**config.mk**
```make
export PLATFORM = sky130hd
export DESIGN_NAME = jpeg_run_length_symbol_coder_core
export DESIGN_NICKNAME = d
export VERILOG_FILES = /design/src/rtl/jrlsc_pkg.sv /design/src/rtl/jrlsc_value_enc.sv /design/src/rtl/jrlsc_out_reg.sv /design/src/rtl/jrlsc_core.sv /design/src/rtl/jpeg_run_length_symbol_coder_core.sv
export SDC_FILE = /design/constraint.sdc
export NUM_CORES = 1
export LEC_CHECK = 0
export BUFFER_PORTS_ARGS = -buffer_cell sky130_fd_sc_hd__buf_2
export CORE_MARGIN = 2
export CORE_UTILIZATION = 30
export CTS_CLUSTER_DIAMETER = 150
export DETAILED_ROUTE_END_ITERATION = 10
export GPL_TIMING_DRIVEN = 0
export PLACE_DENSITY = 0.43
export SYNTH_ARGS = -nofsm -noshare
export SYNTH_HDL_FRONTEND = slang
export SYNTH_SLANG_ARGS = --single-unit
```
**constraint.sdc**
```tcl
create_clock -name clk_i -period 7.4 [get_ports clk_i]
set_input_delay 0.37 -clock clk_i [delete_from_list [all_inputs] [get_ports clk_i]]
set_output_delay 0.37 -clock clk_i [all_outputs]
set_load 0.02 [all_outputs]
```
**src/rtl/jrlsc_pkg.sv**
```systemverilog
// Package: shared widths, symbol codes and the result record of the run-length symbol coder.
`default_nettype none

package jrlsc_pkg;

  // Field widths
  localparam int unsigned CoefW  = 12;
  localparam int unsigned DiffW  = CoefW + 1;
  localparam int unsigned PosW   = 6;
  localparam int unsigned CompW  = 2;
  localparam int unsigned SymW   = 8;
  localparam int unsigned BitsW  = 13;
  localparam int unsigned LenW   = 4;
  localparam int unsigned RunW   = 6;

  // Block geometry and defaults
  localparam int unsigned Components  = 4;
  localparam int unsigned BlockCoefs  = 64;
  localparam logic [PosW-1:0] DcPos   = '0;
  localparam logic [PosW-1:0] LastPos = PosW'(BlockCoefs - 1);

  // Symbol codes
  localparam logic [SymW-1:0] SymZrl = 8'hF0;
  localparam logic [SymW-1:0] SymEob = 8'h00;
  localparam logic [RunW-1:0] RunSat = '1;

  // One result record
  typedef struct packed {
    logic [SymW-1:0]  code_symbol;
    logic             dc_table;
    logic [BitsW-1:0] extra_bits;
    logic [LenW-1:0]  extra_len;
    logic [CompW-1:0] symbol_component;
    logic             last;
  } result_t;

endpackage

`default_nettype wire

```
**src/rtl/jrlsc_value_enc.sv**
```systemverilog
// Size category and ones'-complement extra bits of a signed value.
`default_nettype none

module jrlsc_value_enc (
  input  logic signed [jrlsc_pkg::DiffW-1:0] value_i,
  output logic        [jrlsc_pkg::LenW-1:0]  size_o,
  output logic        [jrlsc_pkg::BitsW-1:0] bits_o
);
  import jrlsc_pkg::*;

  logic [DiffW-1:0] mag;
  logic [DiffW-1:0] raw;
  logic [BitsW-1:0] mask;

  // Take the magnitude and the biased form of a negative value
  assign mag = value_i[DiffW-1] ? DiffW'(-value_i) : DiffW'(value_i);
  assign raw = value_i[DiffW-1] ? DiffW'(value_i - DiffW'(1)) : DiffW'(value_i);

  // Find the position of the highest set magnitude bit
  always_comb begin
    size_o = '0;
    for (int i = 0; i < DiffW; i++) begin
      if (mag[i]) size_o = LenW'(i + 1);
    end
  end

  // Keep the low size bits
  assign mask   = (BitsW'(1) << size_o) - BitsW'(1);
  assign bits_o = BitsW'(raw) & mask;

endmodule

`default_nettype wire

```
**src/rtl/jrlsc_out_reg.sv**
```systemverilog
// Output register stage that holds one result until the consumer takes it.
`default_nettype none

module jrlsc_out_reg (
  input  logic                clk_i,
  input  logic                rst_ni,
  input  logic                push_i,
  input  jrlsc_pkg::result_t  result_i,
  output logic                free_o,
  output logic                out_valid_o,
  input  logic                out_stall_i,
  output jrlsc_pkg::result_t  result_o
);
  import jrlsc_pkg::*;

  logic    valid_q;
  result_t data_q;

  // Free when empty or when the held result leaves this cycle
  assign free_o = !valid_q || !out_stall_i;

  // Hold the valid flag
  always_ff @(posedge clk_i or negedge rst_ni) begin
    if (!rst_ni) begin
      valid_q <= 1'b0;
    end else if (free_o) begin
      valid_q <= push_i;
    end
  end

  // Load the payload
  always_ff @(posedge clk_i) begin
    if (free_o && push_i) begin
      data_q <= result_i;
    end
  end

  assign out_valid_o = valid_q;
  assign result_o    = data_q;

endmodule

`default_nettype wire

```
**src/rtl/jrlsc_core.sv**
```systemverilog
// Item register, DC predictors, zero-run counter and symbol sequencer.
`default_nettype none

module jrlsc_core #(
  parameter int unsigned COMPONENTS = jrlsc_pkg::Components
) (
  input  logic                              clk_i,
  input  logic                              rst_ni,
  input  logic                              in_valid_i,
  output logic                              in_stall_o,
  input  logic signed [jrlsc_pkg::CoefW-1:0] coefficient_i,
  input  logic        [jrlsc_pkg::PosW-1:0]  position_i,
  input  logic        [jrlsc_pkg::CompW-1:0] component_i,
  input  logic                              restart_i,
  input  logic                              free_i,
  output logic                              push_o,
  output jrlsc_pkg::result_t                result_o,
  output logic                              consume_o,
  output logic                              item_dc_o,
  output logic        [jrlsc_pkg::RunW-1:0]  zero_run_o,
  output logic        [1:0]                 idx_o
);
  import jrlsc_pkg::*;

  localparam int unsigned IdxW = (COMPONENTS > 1) ? $clog2(COMPONENTS) : 1;

  // Item register
  logic                    vld_q;
  logic signed [CoefW-1:0] coef_q;
  logic [PosW-1:0]         pos_q;
  logic [CompW-1:0]        comp_q;
  logic                    rst_q;

  // Block state
  logic signed [CoefW-1:0] pred_q [COMPONENTS];
  logic [RunW-1:0]         zero_run_q;
  logic [RunW-1:0]         zero_run_d;
  logic [1:0]              idx_q;

  logic [CompW-1:0]        comp_sel;
  logic [IdxW-1:0]         pred_idx;
  logic signed [CoefW-1:0] pred_cur;
  logic signed [DiffW-1:0] enc_value;
  logic [LenW-1:0]         enc_size;
  logic [BitsW-1:0]        enc_bits;
  logic                    is_dc;
  logic                    is_zero;
  logic                    no_result;
  logic [1:0]              zrl_cnt;
  logic                    at_last;
  logic                    accept;

  // Clamp the component to the last configured one
  assign comp_sel = ({1'b0, comp_q} >= (CompW + 1)'(COMPONENTS)) ? CompW'(COMPONENTS - 1)
                                                                 : comp_q;
  assign pred_idx = IdxW'(comp_sel);
  assign pred_cur = rst_q ? '0 : pred_q[pred_idx];

  assign is_dc     = (pos_q == DcPos);
  assign is_zero   = (coef_q == '0);
  assign no_result = !is_dc && is_zero && (pos_q != LastPos);
  // One ZRL per sixteen zeros of the run
  assign zrl_cnt   = (!is_dc && !is_zero) ? zero_run_q[RunW-1:4] : 2'd0;
  assign at_last   = (idx_q == zrl_cnt);

  // Encode either the DC difference or the AC coefficient
  assign enc_value = is_dc ? DiffW'(DiffW'(coef_q) - DiffW'(pred_cur)) : DiffW'(coef_q);

  jrlsc_value_enc u_enc (
    .value_i (enc_value),
    .size_o  (enc_size),
    .bits_o  (enc_bits)
  );

  // Handshake toward the item register and the output stage
  assign push_o     = vld_q && !no_result && free_i;
  assign consume_o  = vld_q && (no_result || (free_i && at_last));
  assign in_stall_o = vld_q && !consume_o;
  assign accept     = in_valid_i && !in_stall_o;

  // Build the result at the current sequencer step
  always_comb begin
    result_o                  = '0;
    result_o.symbol_component = comp_sel;
    result_o.last             = at_last;
    priority if (is_dc) begin
      result_o.code_symbol = SymW'(enc_size);
      result_o.dc_table    = 1'b1;
      result_o.extra_bits  = enc_bits;
      result_o.extra_len   = enc_size;
    end else if (is_zero) begin
      result_o.code_symbol = SymEob;
    end else if (!at_last) begin
      result_o.code_symbol = SymZrl;
    end else begin
      result_o.code_symbol = {zero_run_q[3:0], enc_size};
      result_o.extra_bits  = enc_bits;
      result_o.extra_len   = enc_size;
    end
  end

  // Next zero run after this item
  always_comb begin
    zero_run_d = zero_run_q;
    priority if (is_dc || !is_zero || pos_q == LastPos) begin
      zero_run_d = '0;
    end else if (zero_run_q != RunSat) begin
      zero_run_d = zero_run_q + RunW'(1);
    end
  end

  // Load the item register
  always_ff @(posedge clk_i or negedge rst_ni) begin
    if (!rst_ni) begin
      vld_q <= 1'b0;
    end else if (accept) begin
      vld_q <= 1'b1;
    end else if (consume_o) begin
      vld_q <= 1'b0;
    end
  end

  always_ff @(posedge clk_i) begin
    if (accept) begin
      coef_q <= coefficient_i;
      pos_q  <= position_i;
      comp_q <= component_i;
      rst_q  <= restart_i;
    end
  end

  // Advance the sequencer, wrap on the last result
  always_ff @(posedge clk_i or negedge rst_ni) begin
    if (!rst_ni) begin
      idx_q <= '0;
    end else if (push_o) begin
      idx_q <= at_last ? 2'd0 : idx_q + 2'd1;
    end
  end

  // Update zero run and predictors when the item retires
  always_ff @(posedge clk_i or negedge rst_ni) begin
    if (!rst_ni) begin
      zero_run_q <= '0;
      for (int i = 0; i < COMPONENTS; i++) pred_q[i] <= '0;
    end else if (consume_o) begin
      zero_run_q <= zero_run_d;
      for (int i = 0; i < COMPONENTS; i++) begin
        if (is_dc && pred_idx == IdxW'(i)) begin
          pred_q[i] <= coef_q;
        end else if (rst_q) begin
          pred_q[i] <= '0;
        end
      end
    end
  end

  assign item_dc_o  = is_dc;
  assign zero_run_o = zero_run_q;
  assign idx_o      = idx_q;

endmodule

`default_nettype wire

```
**src/rtl/jpeg_run_length_symbol_coder_core.sv**
```systemverilog
// Top level of the baseline JPEG run-length symbol coder.
// Takes one zigzag-ordered quantized coefficient per request and emits the Huffman symbols it
// causes: a DC size symbol for position 0 (coded against the component's predictor, cleared
// by restart), nothing for an inner zero AC coefficient, EOB for a zero at position 63, and
// up to three ZRL symbols followed by a run/size symbol for a nonzero AC coefficient. Each
// result carries its extra bits, their length, the component and a last flag. Throughput is
// one coefficient per cycle while each coefficient yields at most one result and the output
// is not stalled; a coefficient that yields more than one result holds the symbol sequencer
// until its last result is pushed, and the sequencer writes one result per cycle into the
// output register while the output is not stalled. The first result of a request passes the
// item register, then the output register.
`default_nettype none

module jpeg_run_length_symbol_coder_core #(
  parameter int unsigned COMPONENTS = jrlsc_pkg::Components
) (
  input  logic                              clk_i,
  input  logic                              rst_ni,
  input  logic                              in_valid_i,
  output logic                              in_stall_o,
  input  logic signed [jrlsc_pkg::CoefW-1:0] coefficient_i,
  input  logic        [jrlsc_pkg::PosW-1:0]  position_i,
  input  logic        [jrlsc_pkg::CompW-1:0] component_i,
  input  logic                              restart_i,
  output logic                              out_valid_o,
  input  logic                              out_stall_i,
  output logic        [jrlsc_pkg::SymW-1:0]  code_symbol_o,
  output logic                              dc_table_o,
  output logic        [jrlsc_pkg::BitsW-1:0] extra_bits_o,
  output logic        [jrlsc_pkg::LenW-1:0]  extra_len_o,
  output logic        [jrlsc_pkg::CompW-1:0] symbol_component_o,
  output logic                              last_o
);
  import jrlsc_pkg::*;

  logic            free;
  logic            push;
  logic            consume;
  logic            item_dc;
  logic [RunW-1:0] zero_run;
  logic [1:0]      idx;
  result_t         core_result;
  result_t         out_result;

  // Symbol sequencer and block state
  jrlsc_core #(
    .COMPONENTS (COMPONENTS)
  ) u_core (
    .clk_i         (clk_i),
    .rst_ni        (rst_ni),
    .in_valid_i    (in_valid_i),
    .in_stall_o    (in_stall_o),
    .coefficient_i (coefficient_i),
    .position_i    (position_i),
    .component_i   (component_i),
    .restart_i     (restart_i),
    .free_i        (free),
    .push_o        (push),
    .result_o      (core_result),
    .consume_o     (consume),
    .item_dc_o     (item_dc),
    .zero_run_o    (zero_run),
    .idx_o         (idx)
  );

  // Output register
  jrlsc_out_reg u_out (
    .clk_i       (clk_i),
    .rst_ni      (rst_ni),
    .push_i      (push),
    .result_i    (core_result),
    .free_o      (free),
    .out_valid_o (out_valid_o),
    .out_stall_i (out_stall_i),
    .result_o    (out_result)
  );

  assign code_symbol_o      = out_result.code_symbol;
  assign dc_table_o         = out_result.dc_table;
  assign extra_bits_o       = out_result.extra_bits;
  assign extra_len_o        = out_result.extra_len;
  assign symbol_component_o = out_result.symbol_component;
  assign last_o             = out_result.last;

`ifndef SYNTHESIS
  // A DC symbol is always the only result of its item
  a_dc_is_last: assert property (@(posedge clk_i) disable iff (!rst_ni)
    (out_valid_o && dc_table_o) |-> last_o)
    else $error("DC symbol without last flag");

  // ZRL symbols carry no extra bits
  a_zrl_no_bits: assert property (@(posedge clk_i) disable iff (!rst_ni)
    (out_valid_o && !dc_table_o && code_symbol_o == SymZrl) |-> (extra_len_o == '0))
    else $error("ZRL symbol with extra bits");

  // A retired DC item leaves an empty zero run
  a_dc_clears_run: assert property (@(posedge clk_i) disable iff (!rst_ni)
    (consume && item_dc) |=> (zero_run == '0))
    else $error("zero run not cleared by DC item");

  // While the sequencer is mid-item, the input stays stalled unless a result is pushed
  a_idx_rest: assert property (@(posedge clk_i) disable iff (!rst_ni)
    (idx != 2'd0) |-> (in_stall_o || push))
    else $error("sequencer left mid-item while accepting");
`endif

endmodule

`default_nettype wire

```
==> run metrics <==
outcome=complete, no violations; Max Fclk=144 MHz; Clock Latency Late Sink=0.35 ns; Gate power share=16.1%; RSZ-0062 raised after global routing=no; register area share after synthesis=46.0%; r2r worst-path depth=20; pin count of the biggest net entering global routing=59; DRC errors left=0; Port Buffers=55; CTS Buf Count=9; final instance area=7180 sq um; number of synthesized flops with an enable pin=46; Rows=52; Max Fanout on Critical Path=10; synthesis-stage register bit count=104; PD cells=190 nW/um^2; clk buf depth=2; synth unique cells=71; Fin Hold WS=0.0754 ns; Area Overhead vs Synth=16.7%; Fin. Hold Viols=0; cts hold-fix bufs=0; fill count=2,087; die height=147 um; layout net count=690; crit end category=register; P_leak=2.85 nW; Synth Net Count=619; I/O pin count=56; die width=147 um; max cap viols=0; async set-reset flop share out of synthesis=55.8%; P_sw=0.000382 W; Data required, critical path=7.55 ns; internal power=0.000985 W; top cell type's share of synthesized area=23.6%; relative slew slack=33.1%; post-DP HPWL=12,200 um; routed length per placed instance=17.7 um; top cells by area, synth=dfrtp_1 (24%), edfxtp_1 (22%), a22o_1 (6.8%); area of the multi-input gates=3130 sq um; clock tree sinks=104; first-pass GRT wire length=26,400 um; Placed Area=6840 sq um; vias in the first global route=4,802; endpoint arrival time on the critical path=7.08 ns; Routed Antenna Nets=0; Die ar.=21,700 sq um; clk slew on worst S/H paths=0.07 ns; type of origin of the critical path=register; GRT Total Usage=15.5%; Core ar.=20,200 sq um; antenna violations before repair=0; HP Class=input pin to async pin; CP Class=register to register; H-Tree Depth=3; Storage cell area=2830 sq um; max-slew violations=0; grt total ovfl=0; CTS tree=done; setup_tns=0 ns; clock share of power=36.7%; post-layout util=35.6%; Antenna diodes=0; Post-Syn Instances=578; Sequential Power Share=47.3%; Starting DRT DRC Count=263; min Tclk post-route=6.92 ns; Post-Syn Area per Cell=10.6 sq um; Primary FF master, synth=dfrtp_1; final wirelength=16,300 um; Starting Density=30.5%; Mapped Area=6150 sq um; gpl congestion=0.844; Least-Margin Pin Slew=0.997 ns; Root Buffer=clkbuf_16; Final Cycle Share=93.6%; largest area contributor in the netlist=dfrtp_1; ratio of cells with drive above 1 in the final layout=19.3%; Synthesis Warnings=0; switching fraction of total power=27.9%; DRT Pass-1 Iters=5; Max VDD drop=109 uV; Vias=4,874; vias per cell=5.27; Fin Clk Skew=0.00866 ns; Final Setup Violations=0
==> sequential cells by signal, indices dropped and copies added (netlist names) <==
name / flops
u_core.coef_q: 12
u_core.comp_q: 2
u_core.idx_o: 2
u_core.pos_q: 6
u_core.pred_q: 48
u_core.rst_q: 1
u_core.vld_q: 1
u_core.zero_run_o: 6
u_out.out_valid_o: 1
u_out.result_o: 25
==> cells in the final DEF, fill, tap and decap left out, types with 7 or more instances in the layout <==
cell type,Yosys,layout
o31ai_1,8,8
inv_1,12,12
dfrtp_1,58,58
xor2_1,9,9
nand2b_1,7,7
a22o_1,48,48
mux4_2,12,12
and2_1,7,7
nor2_1,48,46
edfxtp_1,46,46
buf_4,5,9
or3_1,7,7
nand2_1,49,49
nand3_1,8,8
clkbuf_1,24,23
buf_2,3,58
clkbuf_16,0,9
a31oi_1,7,7
a21oi_1,21,21
nor3_1,21,20
ha_1,15,15
a211oi_1,12,12
o21ai_0,23,22
xnor2_1,17,17
mux2i_1,10,10
==> stage by stage <==
stage	cells	worst slack [ns]	power [W]
2_1_floorplan	578	0.755	0.000801
3_3_place_gp	903	-0.672	0.000870
3_5_place_dp	906	-0.459	0.000877
4_1_cts	921	0.0484	0.00138
5_1_grt	924	0.0269	0.00143
6_report	924	0.477	0.00137
==> cell families (layout without fill, tap and decap cells) <==
kind of cell / count (synthesis) / after routing / synth area share [%]
AO/OA/AOI/OAI: 176 / 176 / 22.2
XOR/XNOR: 26 / 26 / 3.70
adder cells (fa/ha/maj): 16 / 16 / 3.38
buffers and inverters: 48 / 124 / 3.29
flip-flops: 104 / 104 / 46.0
multiplexers: 24 / 24 / 6.39
AND/OR/NAND/NOR: 184 / 184 / 15.0
==> critical path, cell delays in order (launching register included) <==
cell and delay [ns]:
edfxtp_1 0.51, clkbuf_4 0.35, mux4_2 0.52, nand2_1 0.13, fa_1 0.50, mux2i_1 0.27, ha_1 0.29, inv_1 0.06
or4_4 0.58, o31a_4 0.33, nor3_4 0.32, nand2_2 0.11, a2111oi_4 0.42, nor2_1 0.15, o21ai_1 0.36, nand2_1 0.16
or2_2 0.30, ha_1 0.18, clkbuf_1 0.19, or4b_2 0.70, a221oi_1 0.28
==> cell usage after synthesis, drive strengths merged (3+ instances only) <==
cell     instances
nor2            48
o22ai            3
mux4            12
o31a             4
o21a             6
dfrtp           58
a21oi           21
edfxtp          46
a211o            3
a311oi           3
o32a             3
or3              7
o211a            3
xnor2           17
a31oi            7
nand2           51
mux2i           10
nand3            9
o31ai            8
a2111oi          4
o21ai           25
clkbuf          24
or4              5
and2             7
nor3            22
buf             11
nor2b            4
and3             6
a21o             5
nand2b           7
nor4             5
xor2             9
or2              6
a211oi          12
a22o            48
ha              15
inv             13
==> worst paths after layout <==
kind	from	to	slack, ns
worst min-delay path	rst_ni	u_core.pred_q[36]$_DFFE_PN0P_	0.08
worst max register to register	u_core.comp_q[0]$_DFFE_PP_	u_out.result_o[17]$_DFFE_PP_	0.48
min in group clk_i	restart_i	u_core.rst_q$_DFFE_PP_	0.19
worst max-delay path	u_core.comp_q[0]$_DFFE_PP_	u_out.result_o[17]$_DFFE_PP_	0.48
max in group asynchronous	rst_ni	u_core.vld_q$_DFFE_PN0P_	6.82
worst min register to register	u_core.comp_q[1]$_DFFE_PP_	u_out.result_o[2]$_DFFE_PP_	0.45
==> final cells by class <==
| type | instances | area share [%] |
|---|---|---|
| buffer | 34 | 2.16 |
| clock buffer | 10 | 3.33 |
| clock inverter | 6 | 0.993 |
| inverter | 13 | 0.679 |
| multi-input combinational | 426 | 43.6 |
| sequential | 104 | 39.4 |
| tap | 270 | 4.70 |
| timing repair buffer | 61 | 5.09 |
==> per-layer routing <==
layer / up-vias / track usage [%] / part of all wire (%)
li1: 2368 / - / -
met4: 0 / 3.70 / 1.1
met2: 99 / 26.4 / 49
met5: - / 0 / 0
met1: 2394 / 20.6 / 47
met3: 13 / 2.52 / 3.1
==> timing repair <==
action	4_1_cts	5_1_grt
setup buffers	0	3
endpoints found under the setup margin	3	3
hold endpoints to repair	0	0
resized for setup	3	8
==> power by group through the flow <==
stage / combinational, W / clock, W / sequential, W
after floorplan: 0.000132 / 0 / 0.000669
after global placement: 0.000212 / 0 / 0.000659
after detailed placement: 0.000219 / 0 / 0.000658
after CTS: 0.000219 / 0.000519 / 0.000647
after global routing: 0.000243 / 0.000540 / 0.000649
final: 0.000220 / 0.000501 / 0.000646
No activity file was read; power rests on OpenSTA's default activity.
